`config.mk`:
```
export PLATFORM = sky130hd
export DESIGN_NAME = lcd_gram_window_address_writer_flat
export DESIGN_NICKNAME = d
export VERILOG_FILES = /design/src/design/lgw_pkg.sv /design/src/design/lgw_if.sv /design/src/design/lgw_front.sv /design/src/design/lgw_queue.sv /design/src/design/lgw_back.sv /design/src/design/lcd_gram_window_address_writer.sv /design/src/flat_wrapper.sv
export SDC_FILE = /design/constraint.sdc
export NUM_CORES = 1
export LEC_CHECK = 0
export ABC_AREA = 1
export BUFFER_PORTS_ARGS = -buffer_cell sky130_fd_sc_hd__buf_4
export CORE_MARGIN = 8
export CORE_UTILIZATION = 53
export DETAILED_ROUTE_END_ITERATION = 6
export PLACE_DENSITY = 0.75
export SYNTH_ARGS = -nofsm -noshare
export SYNTH_HDL_FRONTEND = slang
export SYNTH_HIERARCHICAL = 1
export SYNTH_SLANG_ARGS = --single-unit
```
`constraint.sdc`:
```
create_clock -name clk -period 5.65 [get_ports clk]
set_input_delay 0 -clock clk [delete_from_list [all_inputs] [get_ports clk]]
set_output_delay 0 -clock clk [all_outputs]
set_load 0.01 [all_outputs]
```
`src/design/lgw_pkg.sv`:
```
// Package for the LCD display-RAM window address writer.
// Types, register indexes and fixed limits shared by all design files.
`default_nettype none
package lgw_pkg;

  localparam int MAX_WIDTH  = 512;
  localparam int MAX_HEIGHT = 512;

  localparam int CFG_IDX_W  = 8;
  localparam int CFG_DATA_W = 16;
  localparam int QDEPTH     = 2;
  localparam int QPTR_W     = $clog2(QDEPTH);

  typedef enum logic [1:0] {
    KIND_PIXEL  = 2'd0,
    KIND_CURSOR = 2'd1,
    KIND_PHASE  = 2'd2
  } kind_t;

  localparam logic [CFG_IDX_W-1:0] REG_PANEL_WIDTH  = 8'd0;
  localparam logic [CFG_IDX_W-1:0] REG_PANEL_HEIGHT = 8'd1;
  localparam logic [CFG_IDX_W-1:0] REG_WIN_LEFT     = 8'd2;
  localparam logic [CFG_IDX_W-1:0] REG_WIN_RIGHT    = 8'd3;
  localparam logic [CFG_IDX_W-1:0] REG_WIN_TOP      = 8'd4;
  localparam logic [CFG_IDX_W-1:0] REG_WIN_BOTTOM   = 8'd5;
  localparam logic [CFG_IDX_W-1:0] REG_SCAN_MODE    = 8'd6;
  localparam logic [CFG_IDX_W-1:0] REG_BPP          = 8'd7;

  localparam int SCAN_VERT = 0;
  localparam int SCAN_XDEC = 1;
  localparam int SCAN_YDEC = 2;

  typedef struct packed {
    logic [9:0] panel_width;
    logic [9:0] panel_height;
    logic [8:0] win_left;
    logic [8:0] win_right;
    logic [8:0] win_top;
    logic [8:0] win_bottom;
    logic [2:0] scan_mode;
    logic [1:0] bytes_per_pixel;
  } cfg_t;

  // one classified item on its way to the address stage
  typedef struct packed {
    logic       write_enable;
    logic       pixel_complete;
    logic [7:0] write_data;
    logic [8:0] col;
    logic [8:0] row;
    logic [9:0] width;
    logic       bpp3;
    logic [1:0] phase;
  } q_entry_t;

  typedef struct packed {
    logic     valid;
    logic     full;
    q_entry_t entry;
  } q_status_t;

endpackage
`default_nettype wire

```
`src/design/lgw_if.sv`:
```
// Channel interfaces of the window address writer: input, result, config.
// Depends on lgw_pkg for the config field widths.
`default_nettype none
interface lgw_in_if;
  logic       valid;
  logic       ready;
  logic [1:0] kind;
  logic [7:0] data_byte;
  logic [8:0] set_x;
  logic [8:0] set_y;
  modport source (output valid, kind, data_byte, set_x, set_y, input ready);
  modport sink   (input valid, kind, data_byte, set_x, set_y, output ready);
endinterface

interface lgw_out_if;
  logic        valid;
  logic        ready;
  logic        write_enable;
  logic [19:0] byte_address;
  logic [7:0]  write_data;
  logic        pixel_complete;
  modport source (output valid, write_enable, byte_address, write_data, pixel_complete,
                  input ready);
  modport sink   (input valid, write_enable, byte_address, write_data, pixel_complete,
                  output ready);
endinterface

interface lgw_cfg_if;
  logic                           valid;
  logic                           ready;
  logic [lgw_pkg::CFG_IDX_W-1:0]  index;
  logic [lgw_pkg::CFG_DATA_W-1:0] data;
  modport source (output valid, index, data, input ready);
  modport sink   (input valid, index, data, output ready);
endinterface
`default_nettype wire

```
`src/design/lgw_front.sv`:
```
// Front end: accepts items, holds cursor and byte phase, classifies each beat.
// Depends on lgw_pkg and lgw_in_if; pushes entries into lgw_queue.
`default_nettype none
module lgw_front (
  input  wire logic              clk,
  input  wire logic              rst_n,
  lgw_in_if.sink                 in_ch,
  input  wire lgw_pkg::cfg_t     cfg,
  input  wire logic              q_full,
  output logic                   q_push,
  output lgw_pkg::q_entry_t      q_entry
);

  logic [8:0] cursor_x_r, cursor_x_nxt;
  logic [8:0] cursor_y_r, cursor_y_nxt;
  logic [1:0] byte_phase_r, byte_phase_nxt;

  logic [9:0] w, h;
  logic       bpp3;
  logic [1:0] bpp;
  logic [1:0] phase;
  logic [2:0] phase_inc;
  logic       last;
  logic       in_panel;
  logic [9:0] nx, ny;
  logic [8:0] sx, sy;
  logic       accept;

  assign in_ch.ready = !q_full;
  assign accept      = in_ch.valid && in_ch.ready;
  assign q_push      = accept;

  always_comb begin
    w = (cfg.panel_width > 10'(lgw_pkg::MAX_WIDTH)) ? 10'(lgw_pkg::MAX_WIDTH)
                                                    : cfg.panel_width;
    h = (cfg.panel_height > 10'(lgw_pkg::MAX_HEIGHT)) ? 10'(lgw_pkg::MAX_HEIGHT)
                                                      : cfg.panel_height;
    bpp3      = (cfg.bytes_per_pixel == 2'd3);
    bpp       = bpp3 ? 2'd3 : 2'd2;
    phase     = (byte_phase_r >= bpp) ? 2'd0 : byte_phase_r;
    phase_inc = {1'b0, phase} + 3'd1;
    last      = (phase_inc >= {1'b0, bpp});
    in_panel  = ({1'b0, cursor_x_r} < w) && ({1'b0, cursor_y_r} < h);

    // cursor step inside the window
    nx = {1'b0, cursor_x_r};
    ny = {1'b0, cursor_y_r};
    if (cfg.scan_mode[lgw_pkg::SCAN_VERT]) begin
      ny = ny + 10'd1;
      if (ny > {1'b0, cfg.win_bottom}) begin
        ny = {1'b0, cfg.win_top};
        nx = nx + 10'd1;
        if (nx > {1'b0, cfg.win_right}) nx = {1'b0, cfg.win_left};
      end
    end else begin
      nx = nx + 10'd1;
      if (nx > {1'b0, cfg.win_right}) begin
        nx = {1'b0, cfg.win_left};
        ny = ny + 10'd1;
        if (ny > {1'b0, cfg.win_bottom}) ny = {1'b0, cfg.win_top};
      end
    end
    sx = nx[8:0];
    sy = ny[8:0];

    q_entry                = '0;
    cursor_x_nxt           = cursor_x_r;
    cursor_y_nxt           = cursor_y_r;
    byte_phase_nxt         = byte_phase_r;
    unique case (in_ch.kind)
      lgw_pkg::KIND_PIXEL: begin
        q_entry.write_enable   = in_panel;
        q_entry.pixel_complete = last;
        q_entry.write_data     = in_ch.data_byte;
        q_entry.col   = cfg.scan_mode[lgw_pkg::SCAN_XDEC]
                        ? 9'(w - 10'd1 - {1'b0, cursor_x_r}) : cursor_x_r;
        q_entry.row   = cfg.scan_mode[lgw_pkg::SCAN_YDEC]
                        ? 9'(h - 10'd1 - {1'b0, cursor_y_r}) : cursor_y_r;
        q_entry.width = w;
        q_entry.bpp3  = bpp3;
        q_entry.phase = phase;
        if (last) begin
          byte_phase_nxt = 2'd0;
          cursor_x_nxt   = sx;
          cursor_y_nxt   = sy;
        end else begin
          byte_phase_nxt = phase_inc[1:0];
        end
      end
      lgw_pkg::KIND_CURSOR: begin
        cursor_x_nxt = in_ch.set_x;
        cursor_y_nxt = in_ch.set_y;
      end
      lgw_pkg::KIND_PHASE: begin
        byte_phase_nxt = 2'd0;
      end
      default: begin
      end
    endcase
  end

  always_ff @(posedge clk) begin
    if (!rst_n) begin
      cursor_x_r   <= '0;
      cursor_y_r   <= '0;
      byte_phase_r <= '0;
    end else if (accept) begin
      cursor_x_r   <= cursor_x_nxt;
      cursor_y_r   <= cursor_y_nxt;
      byte_phase_r <= byte_phase_nxt;
    end
  end

  a_phase_range: assert property (@(posedge clk) disable iff (!rst_n)
    byte_phase_r != 2'd3)
    else $error("byte phase out of range");

endmodule
`default_nettype wire

```
`src/design/lgw_queue.sv`:
```
// Two-entry queue between the front end and the address stage.
// Depends on lgw_pkg for the entry and status types.
`default_nettype none
module lgw_queue (
  input  wire logic               clk,
  input  wire logic               rst_n,
  input  wire logic               push,
  input  wire lgw_pkg::q_entry_t  push_entry,
  input  wire logic               pop,
  output lgw_pkg::q_status_t      status
);

  localparam int CNT_W = $clog2(lgw_pkg::QDEPTH + 1);

  lgw_pkg::q_entry_t                 slot_r [lgw_pkg::QDEPTH];
  logic [lgw_pkg::QPTR_W-1:0]        wr_ptr_r, wr_ptr_nxt;
  logic [lgw_pkg::QPTR_W-1:0]        rd_ptr_r, rd_ptr_nxt;
  logic [CNT_W-1:0]                  count_r, count_nxt;
  logic                              do_push, do_pop;

  assign status.valid = (count_r != '0);
  assign status.full  = (count_r == CNT_W'(lgw_pkg::QDEPTH));
  assign status.entry = slot_r[rd_ptr_r];
  assign do_push      = push && !status.full;
  assign do_pop       = pop && status.valid;

  always_comb begin
    wr_ptr_nxt = (wr_ptr_r == lgw_pkg::QPTR_W'(lgw_pkg::QDEPTH - 1)) ? '0
                 : wr_ptr_r + lgw_pkg::QPTR_W'(1);
    rd_ptr_nxt = (rd_ptr_r == lgw_pkg::QPTR_W'(lgw_pkg::QDEPTH - 1)) ? '0
                 : rd_ptr_r + lgw_pkg::QPTR_W'(1);
    count_nxt  = count_r;
    if (do_push && !do_pop) count_nxt = count_r + CNT_W'(1);
    if (do_pop && !do_push) count_nxt = count_r - CNT_W'(1);
  end

  always_ff @(posedge clk) begin
    if (!rst_n) begin
      wr_ptr_r <= '0;
      rd_ptr_r <= '0;
      count_r  <= '0;
    end else begin
      if (do_push) wr_ptr_r <= wr_ptr_nxt;
      if (do_pop)  rd_ptr_r <= rd_ptr_nxt;
      count_r <= count_nxt;
    end
  end

  always_ff @(posedge clk) begin
    if (do_push) slot_r[wr_ptr_r] <= push_entry;
  end

  a_no_overflow: assert property (@(posedge clk) disable iff (!rst_n)
    push |-> !status.full)
    else $error("push into full queue");

  a_count_bound: assert property (@(posedge clk) disable iff (!rst_n)
    count_r <= CNT_W'(lgw_pkg::QDEPTH))
    else $error("queue count overrun");

endmodule
`default_nettype wire

```
`src/design/lgw_back.sv`:
```
// Address stage: row * width + col, then times 3 if bytes per pixel is 3, else 2, plus phase.
// Depends on lgw_pkg and lgw_out_if; pops entries from lgw_queue.
`default_nettype none
module lgw_back (
  input  wire logic                clk,
  input  wire logic                rst_n,
  input  wire lgw_pkg::q_status_t  q_status,
  output logic                     q_pop,
  lgw_out_if.source                out_ch
);

  // stage 1: pixel index
  logic        s1_valid_r;
  logic        s1_we_r, s1_complete_r, s1_bpp3_r;
  logic [7:0]  s1_data_r;
  logic [1:0]  s1_phase_r;
  logic [18:0] s1_idx_r, s1_idx_nxt;

  // stage 2: result register
  logic        o_valid_r;
  logic        o_we_r, o_complete_r;
  logic [7:0]  o_data_r;
  logic [19:0] o_addr_r, o_addr_nxt;

  logic out_take, s1_go, s1_load;

  assign out_take = !o_valid_r || out_ch.ready;
  assign s1_go    = s1_valid_r && out_take;
  assign s1_load  = !s1_valid_r || s1_go;
  assign q_pop    = q_status.valid && s1_load;

  always_comb begin
    s1_idx_nxt = ({10'd0, q_status.entry.row} * {9'd0, q_status.entry.width})
                 + {10'd0, q_status.entry.col};
    o_addr_nxt = {s1_idx_r, 1'b0} + (s1_bpp3_r ? {1'b0, s1_idx_r} : 20'd0)
                 + {18'd0, s1_phase_r};
  end

  always_ff @(posedge clk) begin
    if (!rst_n) begin
      s1_valid_r <= 1'b0;
      o_valid_r  <= 1'b0;
    end else begin
      if (s1_load) s1_valid_r <= q_status.valid;
      if (out_take) o_valid_r <= s1_valid_r;
    end
  end

  always_ff @(posedge clk) begin
    if (q_pop) begin
      s1_we_r       <= q_status.entry.write_enable;
      s1_complete_r <= q_status.entry.pixel_complete;
      s1_bpp3_r     <= q_status.entry.bpp3;
      s1_data_r     <= q_status.entry.write_data;
      s1_phase_r    <= q_status.entry.phase;
      s1_idx_r      <= s1_idx_nxt;
    end
    if (s1_go) begin
      o_we_r       <= s1_we_r;
      o_complete_r <= s1_complete_r;
      o_data_r     <= s1_we_r ? s1_data_r : 8'd0;
      o_addr_r     <= s1_we_r ? o_addr_nxt : 20'd0;
    end
  end

  assign out_ch.valid          = o_valid_r;
  assign out_ch.write_enable   = o_we_r;
  assign out_ch.byte_address   = o_addr_r;
  assign out_ch.write_data     = o_data_r;
  assign out_ch.pixel_complete = o_complete_r;

  a_suppressed_zero: assert property (@(posedge clk) disable iff (!rst_n)
    (o_valid_r && !o_we_r) |-> (o_addr_r == 20'd0 && o_data_r == 8'd0))
    else $error("suppressed write carries payload");

  a_addr_range: assert property (@(posedge clk) disable iff (!rst_n)
    (o_valid_r && o_we_r) |-> (o_addr_r < 20'd786432))
    else $error("byte address beyond frame buffer");

endmodule
`default_nettype wire

```
`src/design/lcd_gram_window_address_writer.sv`:
```
// Channel    Dir   Payload
// in_ch      in    kind, data_byte, set_x, set_y
// out_ch     out   write_enable, byte_address, write_data, pixel_complete
// cfg_ch     in    index, data (always ready)
//
// One item per cycle sustained while out_ch takes results. The front end updates
// cursor and phase on accept; the back end registers row * width + col in stage 1,
// then the byte address from index, bytes per pixel and phase in the result register.
// A two-entry queue decouples them; in_ch stalls only when the queue is full.
// Synchronous active-low reset clears cursor, phase, queue and restores config.
// Top level of the LCD display-RAM window address writer.
// Depends on lgw_pkg, lgw_if, lgw_front, lgw_queue and lgw_back.
`default_nettype none
module lcd_gram_window_address_writer (
  input  wire logic  clk,
  input  wire logic  rst_n,
  lgw_in_if.sink     in_ch,
  lgw_out_if.source  out_ch,
  lgw_cfg_if.sink    cfg_ch
);

  lgw_pkg::cfg_t      cfg_r;
  lgw_pkg::q_status_t q_status;
  lgw_pkg::q_entry_t  q_entry;
  logic               q_push, q_pop;

  assign cfg_ch.ready = 1'b1;

  always_ff @(posedge clk) begin
    if (!rst_n) begin
      cfg_r.panel_width     <= 10'd240;
      cfg_r.panel_height    <= 10'd320;
      cfg_r.win_left        <= 9'd0;
      cfg_r.win_right       <= 9'd239;
      cfg_r.win_top         <= 9'd0;
      cfg_r.win_bottom      <= 9'd319;
      cfg_r.scan_mode       <= 3'd0;
      cfg_r.bytes_per_pixel <= 2'd2;
    end else if (cfg_ch.valid && cfg_ch.ready) begin
      unique case (cfg_ch.index)
        lgw_pkg::REG_PANEL_WIDTH:  cfg_r.panel_width     <= cfg_ch.data[9:0];
        lgw_pkg::REG_PANEL_HEIGHT: cfg_r.panel_height    <= cfg_ch.data[9:0];
        lgw_pkg::REG_WIN_LEFT:     cfg_r.win_left        <= cfg_ch.data[8:0];
        lgw_pkg::REG_WIN_RIGHT:    cfg_r.win_right       <= cfg_ch.data[8:0];
        lgw_pkg::REG_WIN_TOP:      cfg_r.win_top         <= cfg_ch.data[8:0];
        lgw_pkg::REG_WIN_BOTTOM:   cfg_r.win_bottom      <= cfg_ch.data[8:0];
        lgw_pkg::REG_SCAN_MODE:    cfg_r.scan_mode       <= cfg_ch.data[2:0];
        lgw_pkg::REG_BPP:          cfg_r.bytes_per_pixel <= cfg_ch.data[1:0];
        default: begin
        end
      endcase
    end
  end

  lgw_front u_front (
    .clk     (clk),
    .rst_n   (rst_n),
    .in_ch   (in_ch),
    .cfg     (cfg_r),
    .q_full  (q_status.full),
    .q_push  (q_push),
    .q_entry (q_entry)
  );

  lgw_queue u_queue (
    .clk        (clk),
    .rst_n      (rst_n),
    .push       (q_push),
    .push_entry (q_entry),
    .pop        (q_pop),
    .status     (q_status)
  );

  lgw_back u_back (
    .clk      (clk),
    .rst_n    (rst_n),
    .q_status (q_status),
    .q_pop    (q_pop),
    .out_ch   (out_ch)
  );

endmodule
`default_nettype wire
```
`src/flat_wrapper.sv`:
```
// flat-port wrapper written by rule: the top's interface ports become plain ports
module lcd_gram_window_address_writer_flat 
  (clk, rst_n, in_ch_valid, in_ch_kind, in_ch_data_byte, in_ch_set_x, in_ch_set_y, in_ch_ready, out_ch_valid, out_ch_write_enable, out_ch_byte_address, out_ch_write_data, out_ch_pixel_complete, out_ch_ready, cfg_ch_valid, cfg_ch_index, cfg_ch_data, cfg_ch_ready);
  lgw_in_if in_ch_i ();
  lgw_out_if out_ch_i ();
  lgw_cfg_if cfg_ch_i ();
  input  wire logic clk;
  input  wire logic rst_n;
  input wire logic [$bits(in_ch_i.valid)-1:0] in_ch_valid;
  input wire logic [$bits(in_ch_i.kind)-1:0] in_ch_kind;
  input wire logic [$bits(in_ch_i.data_byte)-1:0] in_ch_data_byte;
  input wire logic [$bits(in_ch_i.set_x)-1:0] in_ch_set_x;
  input wire logic [$bits(in_ch_i.set_y)-1:0] in_ch_set_y;
  output wire logic [$bits(in_ch_i.ready)-1:0] in_ch_ready;
  output wire logic [$bits(out_ch_i.valid)-1:0] out_ch_valid;
  output wire logic [$bits(out_ch_i.write_enable)-1:0] out_ch_write_enable;
  output wire logic [$bits(out_ch_i.byte_address)-1:0] out_ch_byte_address;
  output wire logic [$bits(out_ch_i.write_data)-1:0] out_ch_write_data;
  output wire logic [$bits(out_ch_i.pixel_complete)-1:0] out_ch_pixel_complete;
  input wire logic [$bits(out_ch_i.ready)-1:0] out_ch_ready;
  input wire logic [$bits(cfg_ch_i.valid)-1:0] cfg_ch_valid;
  input wire logic [$bits(cfg_ch_i.index)-1:0] cfg_ch_index;
  input wire logic [$bits(cfg_ch_i.data)-1:0] cfg_ch_data;
  output wire logic [$bits(cfg_ch_i.ready)-1:0] cfg_ch_ready;
  assign in_ch_i.valid = in_ch_valid;
  assign in_ch_i.kind = in_ch_kind;
  assign in_ch_i.data_byte = in_ch_data_byte;
  assign in_ch_i.set_x = in_ch_set_x;
  assign in_ch_i.set_y = in_ch_set_y;
  assign in_ch_ready = in_ch_i.ready;
  assign out_ch_valid = out_ch_i.valid;
  assign out_ch_write_enable = out_ch_i.write_enable;
  assign out_ch_byte_address = out_ch_i.byte_address;
  assign out_ch_write_data = out_ch_i.write_data;
  assign out_ch_pixel_complete = out_ch_i.pixel_complete;
  assign out_ch_i.ready = out_ch_ready;
  assign cfg_ch_i.valid = cfg_ch_valid;
  assign cfg_ch_i.index = cfg_ch_index;
  assign cfg_ch_i.data = cfg_ch_data;
  assign cfg_ch_ready = cfg_ch_i.ready;
  lcd_gram_window_address_writer u_core (.clk(clk), .rst_n(rst_n), .in_ch(in_ch_i), .out_ch(out_ch_i), .cfg_ch(cfg_ch_i));
endmodule
```
==> results.md <==
* Status: finished clean
* Worst Path Buf+Inv at 5
* Mapped Cells at about 2000
* DRT Pass-1 Iters at 7
* Postcts setup bufs at 0
* Met3 Use GR at 0.02516
* DR vias at between 10000 and 15000
* Gr busiest metal: met2
* TritonCTS clock tree: built
* Root buffer cell: clkbuf_16
* Tot GR Track Use at 0.1934
* M1 GR Usage at 0.2158
* CP Depth at 21
* Max_cap viols at 0
* Ports at 90
* Worst-path clk slew at 70 ps
* Synthesis-stage register bit count at 232
* Crit. End Element: flop
* Final Critical Period at 5277 ps
* # DRC at 0
* DR WL/cell at 14.52 µm
* Final setup vio count at 0
* Cts hold-fix bufs at between 60 and 70
* R2r setup slk at about 370 ps
* Register area share after synthesis at 0.3628
* Crit path kind: flop to flop
* Worst Hold Class: input pin to flop
* CTS max path bufs at 3
* Die height at around 190 µm
* Vias in the first global route at roughly 13000
* Worst Setup Start Kind: flop
* Antenna diode count at 0
* Max Clk Rate at 0.1895 GHz
* TNS Setup at 0 ps
* Worst EP arrival at 5570 ps
* Crit path top cell by count: nand2_1
* Syn nets at 2302
* Commonest cells after routing, fill and taps aside: 471 x nand2_1, 350 x inv_1, 195 x nor2_1, 151 x ha_1, 144 x edfxtp_1
* Nets@finish at approximately 2400
* Fin. max-slew vios at 0
* Ys flop type: edfxtp_1
* Initial Util at 0.5344
* First-pass GRT wire length at 61760 µm
* Max incr delay on CP at slightly above 600 ps
* Mapped Area at 0.01678 mm²
* Asr flop ratio synth at 0
* Synth-to-Final Area Change at 14.16%
* Worst skew pair latency at 530 ps
* Clock Sinks at roughly 230
* Post-synth EDFFs at about 140
* Slew headroom at 0.2124
* Yosys warnings at 6
* Final core occ at 0.6101
* Post-cts repair resize count at 0
* Full die area at 0.03760 mm²
* RSZ-0062 raised after global routing: no
* Worst Path Max Fanout at 16
* CP max stage cell: dfxtp_2
* Total grt overflow at 0
* CP Data Required Time at 5950 ps
* Vias per cell at 5.171
* Clk_skew at between 15 and 20 ps
* Final ANT Viol Nets at 0
* Final hold violations at 0
* Actual slew at the worst max-slew pin at 1179 ps
* Layout cells sized above 1 at 0.1083
* Most common cell after layout, fill and taps aside: nand2_1
* Std cell rows at 65
* Worst Hold Path Cells at 2
* Reg2Reg Depth at 21
* Largest net degree at the start of global routing at between 80 and 90
* Syn_area_per_cell at 8.268 µm²
* Core area at 0.03139 mm²
* Placer congestion estimate at 0.8762
* Pre-CTS WS at around 310 ps
* Worst-path cell chain: mux2_2 > nand2_1 > inv_1 > fa_1 > fa_1 > inv_1 > fa_1 > inv_1 > fa_1 > inv_1 > fa_1 > inv_1 > ha_1 > nand2_1 > nand2_1 > a21oi_1 > nand3_2 > nand2_1 > nand2_1 > nand2_1 > nand2_1
* I/O Buffers at 82
* Crit share post-route at 0.9339
* Final worst setup slack at 373.2 ps
* Num CTS Buffers at 26
* Initial antenna violation count at 0
* Met2 usage at 0.3747
* Htree depth at 1
* Crit-path leading delay family: adder cells
* Yosys cell types at 51
* DP HPWL at 27600 µm
* Drt initial violations at 839
* Worst hold margin at approximately 40 ps
* Drt total wl at 37350 µm
* Die width at between 150 and 200 µm
## metrics by stage
step	std cells	instance area, µm²
6_report	2572	19150
5_1_grt	2572	19150
4_1_cts	2572	19150
3_5_place_dp	2457	17570
3_3_place_gp	2457	17570
2_1_floorplan	2029	16780
## metal layers
metal  routed length, µm  vias to the layer above
met1               15210                     6192
li1                    -                     6712
met4                1130                        0
met3                1449                       82
met2               19550                      315
met5                   0                        -
## path summary, 6_finish.rpt
kind / to / startpoint
max: u_core/u_back/s1_idx_r[18] / flop
min: u_core/cfg_r[25] / rst_n
max reg2reg: u_core/u_back/s1_idx_r[18] / flop
min reg2reg: u_core/u_back/out_ch.pixel_complete / u_core/u_back/s1_complete_r
## Yosys cell counts (14+ instances only)
| cell type | instances | area share |
|---|---|---|
| xor2_1 | 25 | 0.013 |
| o21ai_0 | 40 | 0.012 |
| mux2_4 | 40 | 0.036 |
| dfxtp_1 | 88 | 0.11 |
| nand2_2 | 16 | 0.0060 |
| fa_1 | 65 | 0.078 |
| nor2_2 | 14 | 0.0052 |
| clkbuf_1 | 33 | 0.0074 |
| a21oi_1 | 133 | 0.040 |
| nand2_1 | 471 | 0.11 |
| edfxtp_1 | 144 | 0.26 |
| nand3_1 | 133 | 0.040 |
| o21ai_1 | 18 | 0.0054 |
| inv_1 | 350 | 0.078 |
| nor2_1 | 196 | 0.044 |
| ha_1 | 151 | 0.11 |
## kinds of logic after synthesis
logic type	synth area share
mux	0.03647
flops	0.3628
compound gates	0.06787
fa+ha+maj	0.1902
simple gates	0.2220
xor+xnor	0.01514
other cells	0.0002235
buf+inv	0.1054
## cell type report
cell class / count / area (µm²)
Clock inverter: 20 / 236.5
Sequential cell: 232 / 6087
Tap cell: 402 / 503.0
Timing Repair Buffer: 158 / 1354
Inverter: 357 / 1346
Multi-Input combinational cell: 1375 / 8946
Fill cell: 2696 / 12240
Clock buffer: 28 / 679.4
## registers in the layout (all words and copies together), names as in the netlist, 2 cells and up, named ones only
| signal | flops |
|---|---|
| u_core/u_front/byte_phase_r | 2 |
| u_core/u_queue/count_r | 2 |
| u_core/cfg_r | 61 |
| u_core/u_back/out_ch.byte_address | 20 |
| u_core/u_back/s1_phase_r | 2 |
| u_core/u_back/out_ch.write_data | 8 |
| u_core/u_back/s1_data_r | 8 |
| u_core/u_queue/slot_r | 82 |
| u_core/u_front/cursor_x_r | 9 |
| u_core/u_front/cursor_y_r | 9 |
| u_core/u_back/s1_idx_r | 19 |
Power is not shown: default switching activity piles up to over one toggle a cycle in this logic, so the estimate is an artifact.
